### src/design/isst_pkg.sv
package isst_pkg;

	localparam int SLOTS  = 16;
	localparam int MARK_W = $clog2(SLOTS + 1);
	localparam int CNT_W  = $clog2(SLOTS + 1);
	localparam int REM_W  = 5;
	localparam int REM_MAX = (1 << REM_W) - 1;

	typedef enum logic [2:0] {
		CMD_CLEAR   = 3'd0,
		CMD_ADD     = 3'd1,
		CMD_DEL     = 3'd2,
		CMD_DEL_ALL = 3'd3,
		CMD_EXISTS  = 3'd4,
		CMD_EMPTY   = 3'd5
	} cmd_t;

	typedef enum logic [1:0] {
		ST_DONE      = 2'd0,
		ST_FULL      = 2'd1,
		ST_NOT_FOUND = 2'd2
	} status_t;

	// controller to datapath
	typedef struct packed {
		logic exec;
	} ctrl_cmd_t;

	typedef struct packed {
		logic [REM_W-1:0] remaining;
		logic             is_empty;
		logic             found;
		logic [1:0]       status;
	} result_t;

endpackage

### src/design/id_slot_set_table.sv
// Result: the result is registered and appears in the cycle after its command word is accepted.
// Throughput: one command per cycle while results are taken; all slots are matched in parallel and the
// output register is reloaded in the same cycle it is taken.
// Reset: arst_n clears all slots, the high-water mark and the output valid
// at once; no clearing pass.
module id_slot_set_table (
	input  logic        clk,
	input  logic        arst_n,
	input  logic        s_tvalid,
	output logic        s_tready,
	input  logic [39:0] s_tdata,   // cmd[2:0], id[34:3], zero[39:35]
	output logic        m_tvalid,
	input  logic        m_tready,
	output logic [15:0] m_tdata    // status[1:0], found[2], remaining[7:3], is_empty[8], zero
);

	isst_pkg::ctrl_cmd_t cmd;
	isst_pkg::result_t   res;

	isst_ctrl u_ctrl (
		.clk       (clk),
		.arst_n    (arst_n),
		.in_valid  (s_tvalid),
		.out_ready (m_tready),
		.in_ready  (s_tready),
		.out_valid (m_tvalid),
		.cmd       (cmd)
	);

	isst_dp u_dp (
		.clk    (clk),
		.arst_n (arst_n),
		.cmd    (cmd),
		.op     (s_tdata[2:0]),
		.id     (s_tdata[34:3]),
		.res    (res)
	);

	assign m_tdata = {7'd0, res.is_empty, res.remaining, res.found, res.status};

endmodule

### src/design/isst_ctrl.sv
module isst_ctrl (
	input  logic                 clk,
	input  logic                 arst_n,
	input  logic                 in_valid,
	input  logic                 out_ready,
	output logic                 in_ready,
	output logic                 out_valid,
	output isst_pkg::ctrl_cmd_t  cmd
);

	typedef enum logic {
		S_IDLE,
		S_HOLD
	} state_t;

	state_t state_q;

	assign out_valid = (state_q == S_HOLD);
	// free the output register while it is being taken
	assign in_ready  = (state_q == S_IDLE) || out_ready;
	assign cmd.exec  = in_valid && in_ready;

	always_ff @(posedge clk or negedge arst_n) begin
		if (!arst_n) begin
			state_q <= S_IDLE;
		end else begin
			unique case (state_q)
				S_IDLE: begin
					if (cmd.exec) state_q <= S_HOLD;
				end
				S_HOLD: begin
					if (cmd.exec) state_q <= S_HOLD;
					else if (out_ready) state_q <= S_IDLE;
				end
				default: state_q <= S_IDLE;
			endcase
		end
	end

endmodule

### src/design/isst_dp.sv
module isst_dp (
	input  logic                 clk,
	input  logic                 arst_n,
	input  isst_pkg::ctrl_cmd_t  cmd,
	input  logic [2:0]           op,
	input  logic [31:0]          id,
	output isst_pkg::result_t    res
);

	localparam int N = isst_pkg::SLOTS;
	localparam int MW = isst_pkg::MARK_W;

	logic [31:0]   slot_q [N];
	logic [MW-1:0] hw_q;

	logic [N-1:0] below, nz, match, free, free_first, dm, dm_first;
	logic [MW-1:0] free_pos;
	logic [isst_pkg::CNT_W-1:0] cnt;
	logic [N-1:0] clr_mask;
	logic         do_add, do_clear;
	logic [MW-1:0] hw_d;
	isst_pkg::result_t res_d;

	always_comb begin
		for (int i = 0; i < N; i++) begin
			below[i] = MW'(i) < hw_q;
			nz[i]    = |slot_q[i];
			match[i] = (slot_q[i] == id);
		end
		free       = ~nz;
		free_first = free & (~free + 1'b1);
		dm         = match & below;
		dm_first   = dm & (~dm + 1'b1);
		free_pos   = '0;
		for (int i = 0; i < N; i++) begin
			if (free_first[i]) free_pos = free_pos | MW'(i + 1);
		end
		cnt = isst_pkg::CNT_W'($countones(below & nz & ~match));
	end

	always_comb begin
		res_d    = '0;
		clr_mask = '0;
		do_add   = 1'b0;
		do_clear = 1'b0;
		hw_d     = hw_q;
		unique case (isst_pkg::cmd_t'(op))
			isst_pkg::CMD_CLEAR: begin
				do_clear = 1'b1;
			end
			isst_pkg::CMD_ADD: begin
				if (|free) begin
					do_add = 1'b1;
					if (free_pos > hw_q) hw_d = free_pos;
				end else begin
					res_d.status = isst_pkg::ST_FULL;
				end
			end
			isst_pkg::CMD_DEL: begin
				clr_mask = dm_first;
				if (!(|dm)) res_d.status = isst_pkg::ST_NOT_FOUND;
			end
			isst_pkg::CMD_DEL_ALL: begin
				clr_mask = dm;
				if (|dm) begin
					res_d.remaining = (32'(cnt) > 32'(isst_pkg::REM_MAX)) ?
						isst_pkg::REM_W'(isst_pkg::REM_MAX) : isst_pkg::REM_W'(cnt);
				end else begin
					res_d.status = isst_pkg::ST_NOT_FOUND;
				end
			end
			isst_pkg::CMD_EXISTS: begin
				res_d.found = |dm;
			end
			isst_pkg::CMD_EMPTY: begin
				res_d.is_empty = ~|(below & nz);
			end
			default: ;
		endcase
	end

	always_ff @(posedge clk or negedge arst_n) begin
		if (!arst_n) begin
			hw_q <= '0;
			for (int i = 0; i < N; i++) slot_q[i] <= '0;
		end else if (cmd.exec) begin
			if (do_clear) begin
				hw_q <= '0;
				for (int i = 0; i < N; i++) slot_q[i] <= '0;
			end else begin
				hw_q <= hw_d;
				for (int i = 0; i < N; i++) begin
					if (clr_mask[i]) slot_q[i] <= '0;
					else if (do_add && free_first[i]) slot_q[i] <= id;
				end
			end
		end
	end

	// result register, loaded with each accepted word
	always_ff @(posedge clk) begin
		if (cmd.exec) res <= res_d;
	end

endmodule

### config.mk
export PLATFORM = sky130hd
export DESIGN_NAME = id_slot_set_table
export DESIGN_NICKNAME = d
export VERILOG_FILES = /design/src/design/isst_pkg.sv /design/src/design/id_slot_set_table.sv /design/src/design/isst_ctrl.sv /design/src/design/isst_dp.sv
export SDC_FILE = /design/constraint.sdc
export NUM_CORES = 2
export LEC_CHECK = 0
export ABC_AREA = 1
export BUFFER_PORTS_ARGS = -buffer_cell sky130_fd_sc_hd__buf_2
export CAP_MARGIN = 5
export CORE_MARGIN = 3
export CORE_UTILIZATION = 45
export DETAILED_ROUTE_END_ITERATION = 10
export REMOVE_ABC_BUFFERS = 1
export SYNTH_ARGS = -nofsm -noshare
export SYNTH_HDL_FRONTEND = slang
export SYNTH_SLANG_ARGS = --single-unit
### constraint.sdc
create_clock -name clk -period 10.36 [get_ports clk]
set_clock_uncertainty 0.1 [all_clocks]
set_input_delay 1.554 -clock clk [delete_from_list [all_inputs] [get_ports clk]]
set_output_delay 1.554 -clock clk [all_outputs]
set_load 0.005 [all_outputs]
==> results.cfg <==
[floorplan]
rows = 99
start_util_pct = 45.6
die_area_sq_mm = 0.0776
die_w_um = 279
die_h_um = 279
core_area_sq_mm = 0.0733
io_pins = 62

[clock_network]
post_cts_buffers = 0
cts_tree = yes
numCtsBuffers = 60
clk_pin_slew_ns = 0.06
cts_root_buf = clkbuf_16
cts-hold-fix-buffers = 0
clock_path_buffers = 3
cts_max_level = 2
clock-sinks = 527
post_cts_resize_count = 0
clk_latency_ns = 0.65

[pwr]
power_density_mw_per_mm2 = 199
ir_drop_mv = 0.122
finalPower_mw = 7.16
p_leak_nw = 17.9

[critical_path]
slowest_stage = buf_2
path_class = in -> reg
cp.arrival_ns = 7.27
worst-path-max-fanout = 17
crit_start = s_tdata[19]
crit_family = adder cells
end_kind = register
critPathBufInv = 7
start_kind = input pin
worstPathRequired_ns = 10.64
crit_chain = buf_2 -> inv_2 -> nand2_1 -> nand2_1 -> inv_1 -> nand2_1 -> nor2_1 -> nand2_1 -> nor2_1 -> a21oi_1 -> ha_1 -> inv_1 -> fa_1 -> inv_1 -> fa_1 -> inv_1 -> fa_1 -> fa_1 -> inv_1 -> ha_1 -> fa_1 -> xnor2_1 -> nor2_1
r2r-start = u_dp.slot_q[148]
cp_slowest_stage_delay_ns = 0.70

[timing]
hold_violations = 0
worstMarginPinSlew_ns = 1.21
period_share_pct = 67.5
fin_hold_ws_ns = 0.387
tns_ns = 0
grt_setup_unrepaired = no
period_needed_ns = 6.99
slew_viol_final = 0
setup_viol = 0
relSlewSlack_pct = 19.2
fmax_mhz = 143
timing.final.ws_setup_ns = 3.37

[synthesis]
ys_types = 47
async_flop_share_pct = 98.3
synth_edf_count = 9
ys_seq_elements = 527
ys_warn_count = 0
netlist_area_sq_mm = 0.0334
syn_avg_cell_area_sq_um = 6.98
ys_seq_area_share_pct = 39.6
synth_cells = 4790
synth_top_flop_cell = dfrtp_1

[route]
drtAntennaViolNets = 0
wl_per_cell_um = 24.4
drtIter0Drc = 4358
firstDrtPassIters = 6
viasPerCell = 5.58
drc = 0
wl_um = 139000
vias = 31776

[min_path]
worstHoldStart = u_dp.slot_q[2]
hold_class = reg -> reg

[outcome]
status = finished clean

[layout]
final_common_cell = nand2_1
drive_above_1_share_pct = 6.67
multi_input_area_sq_mm = 0.0174
layout_common_cells = nand2_1, nor2_1, dfrtp_1
fillerInstances = 7487
instances_no_fill = 5697
seq_area_sq_mm = 0.0132
syn2layout_area_growth_pct = 7.52
num-nets-final = 4762

[global_route]
antenna_found_initial = 4
grt_first_pass_wirelength_um = 200000
gr-total-overflow = 0
grt_pass1_vias = 28725
grt_start_max_net_pins = 164
grtUsageTotal_pct = 35.3

[place]
hpwl_um = 84700
place.gp.congestion = 1.01
io_buffer_count = 49
place_inst = 5586
place_ws_ns = 2.85

[flow_run]
max-cap-violations = 0
-- worst paths after layout --
path | end | slack [ns] | cells past startpoint
max reg2reg | u_dp.res[7] | 4.97 | 21
min reg2reg | u_dp.slot_q[2] | 0.39 | 2
max | u_dp.res[7] | 3.37 | 23
max in group asynchronous | u_dp.slot_q[5] | 7.36 | 3
min | u_dp.slot_q[2] | 0.39 | 2
min in group asynchronous | u_dp.slot_q[151] | 0.83 | 1
-- layer usage --
metal / vias to the layer above / GRT usage, % / part of all wire, %
li1: 14751 / - / -
met3: 336 / 6.83 / 11
met1: 15030 / 49.7 / 41
met2: 1659 / 53.5 / 43
met4: 0 / 14.7 / 5.2
met5: - / 0 / 0
-- registers in the layout, summed over array words and instances, names as in the netlist --
| register | flops |
|---|---|
| u_ctrl.out_valid | 1 |
| u_dp.hw_q | 5 |
| u_dp.res | 9 |
| u_dp.slot_q | 512 |
-- area by class of cell --
cell class	instances	area share [%]
Timing Repair Buffer	115	2.16
Multi-Input combinational cell	3626	48.4
Inverter	359	3.76
Antenna cell	2	0.0139
Sequential cell	527	36.8
Tap cell	959	3.34
Clock inverter	17	0.536
Clock buffer	92	4.96
-- synthesized netlist by cell type, types with 18 or more instances --
library cell / number / area, sq um
dfrtp_1: 518 / 13000
clkbuf_1: 92 / 345
nand3_1: 104 / 521
inv_1: 336 / 1260
buf_4: 79 / 593
nand2_2: 21 / 131
xor2_1: 28 / 245
o21ai_1: 180 / 901
nand2_1: 1875 / 7040
a21oi_1: 28 / 140
inv_2: 23 / 86.3
ha_1: 18 / 225
buf_2: 85 / 425
o21ai_0: 161 / 806
nor2_1: 583 / 2190
nand4_1: 196 / 1230
buf_6: 23 / 259
xnor2_1: 315 / 2760
o2111ai_1: 34 / 298
-- stage by stage --
stage               utilization, %  instance area [sq um]
finish                        49.0                  36000
global route                  49.0                  36000
CTS                           49.0                  36000
detailed placement            46.3                  34000
global placement              46.3                  34000
floorplan                        -                  31800
-- power breakdown --
part	internal, mW	switching, mW
Clock	1.27	0.920
Sequential	2.50	0.451
Combinational	0.790	1.23
Total	4.57	2.60
-- kinds of logic (layout without fill, tap and decap cells) --
kind of cell             count (synthesis)  count (layout)  share of synthesized area, %
AO/OA/AOI/OAI                          417             417                          6.80
buffers and inverters                  643             583                          8.95
other                                    1               9                        0.0112
AND/OR/NAND/NOR                       2830            2830                          34.4
adder cells (fa/ha/maj)                 29              29                          1.33
flip-flops                             527             527                          39.6
XOR/XNOR                               343             343                          8.98
-- worst reg2reg max path: cells and delay by family (launching register included) --
| family | cells | cell delay [ns] |
|---|---|---|
| adder cells (fa/ha/maj) | 7 | 2.82 |
| AND/OR/NAND/NOR | 7 | 1.05 |
| flip-flops | 1 | 0.46 |
| buffers and inverters | 5 | 0.40 |
| XOR/XNOR | 1 | 0.19 |
| AO/OA/AOI/OAI | 1 | 0.10 |
No activity file was read; power rests on OpenSTA's default activity.
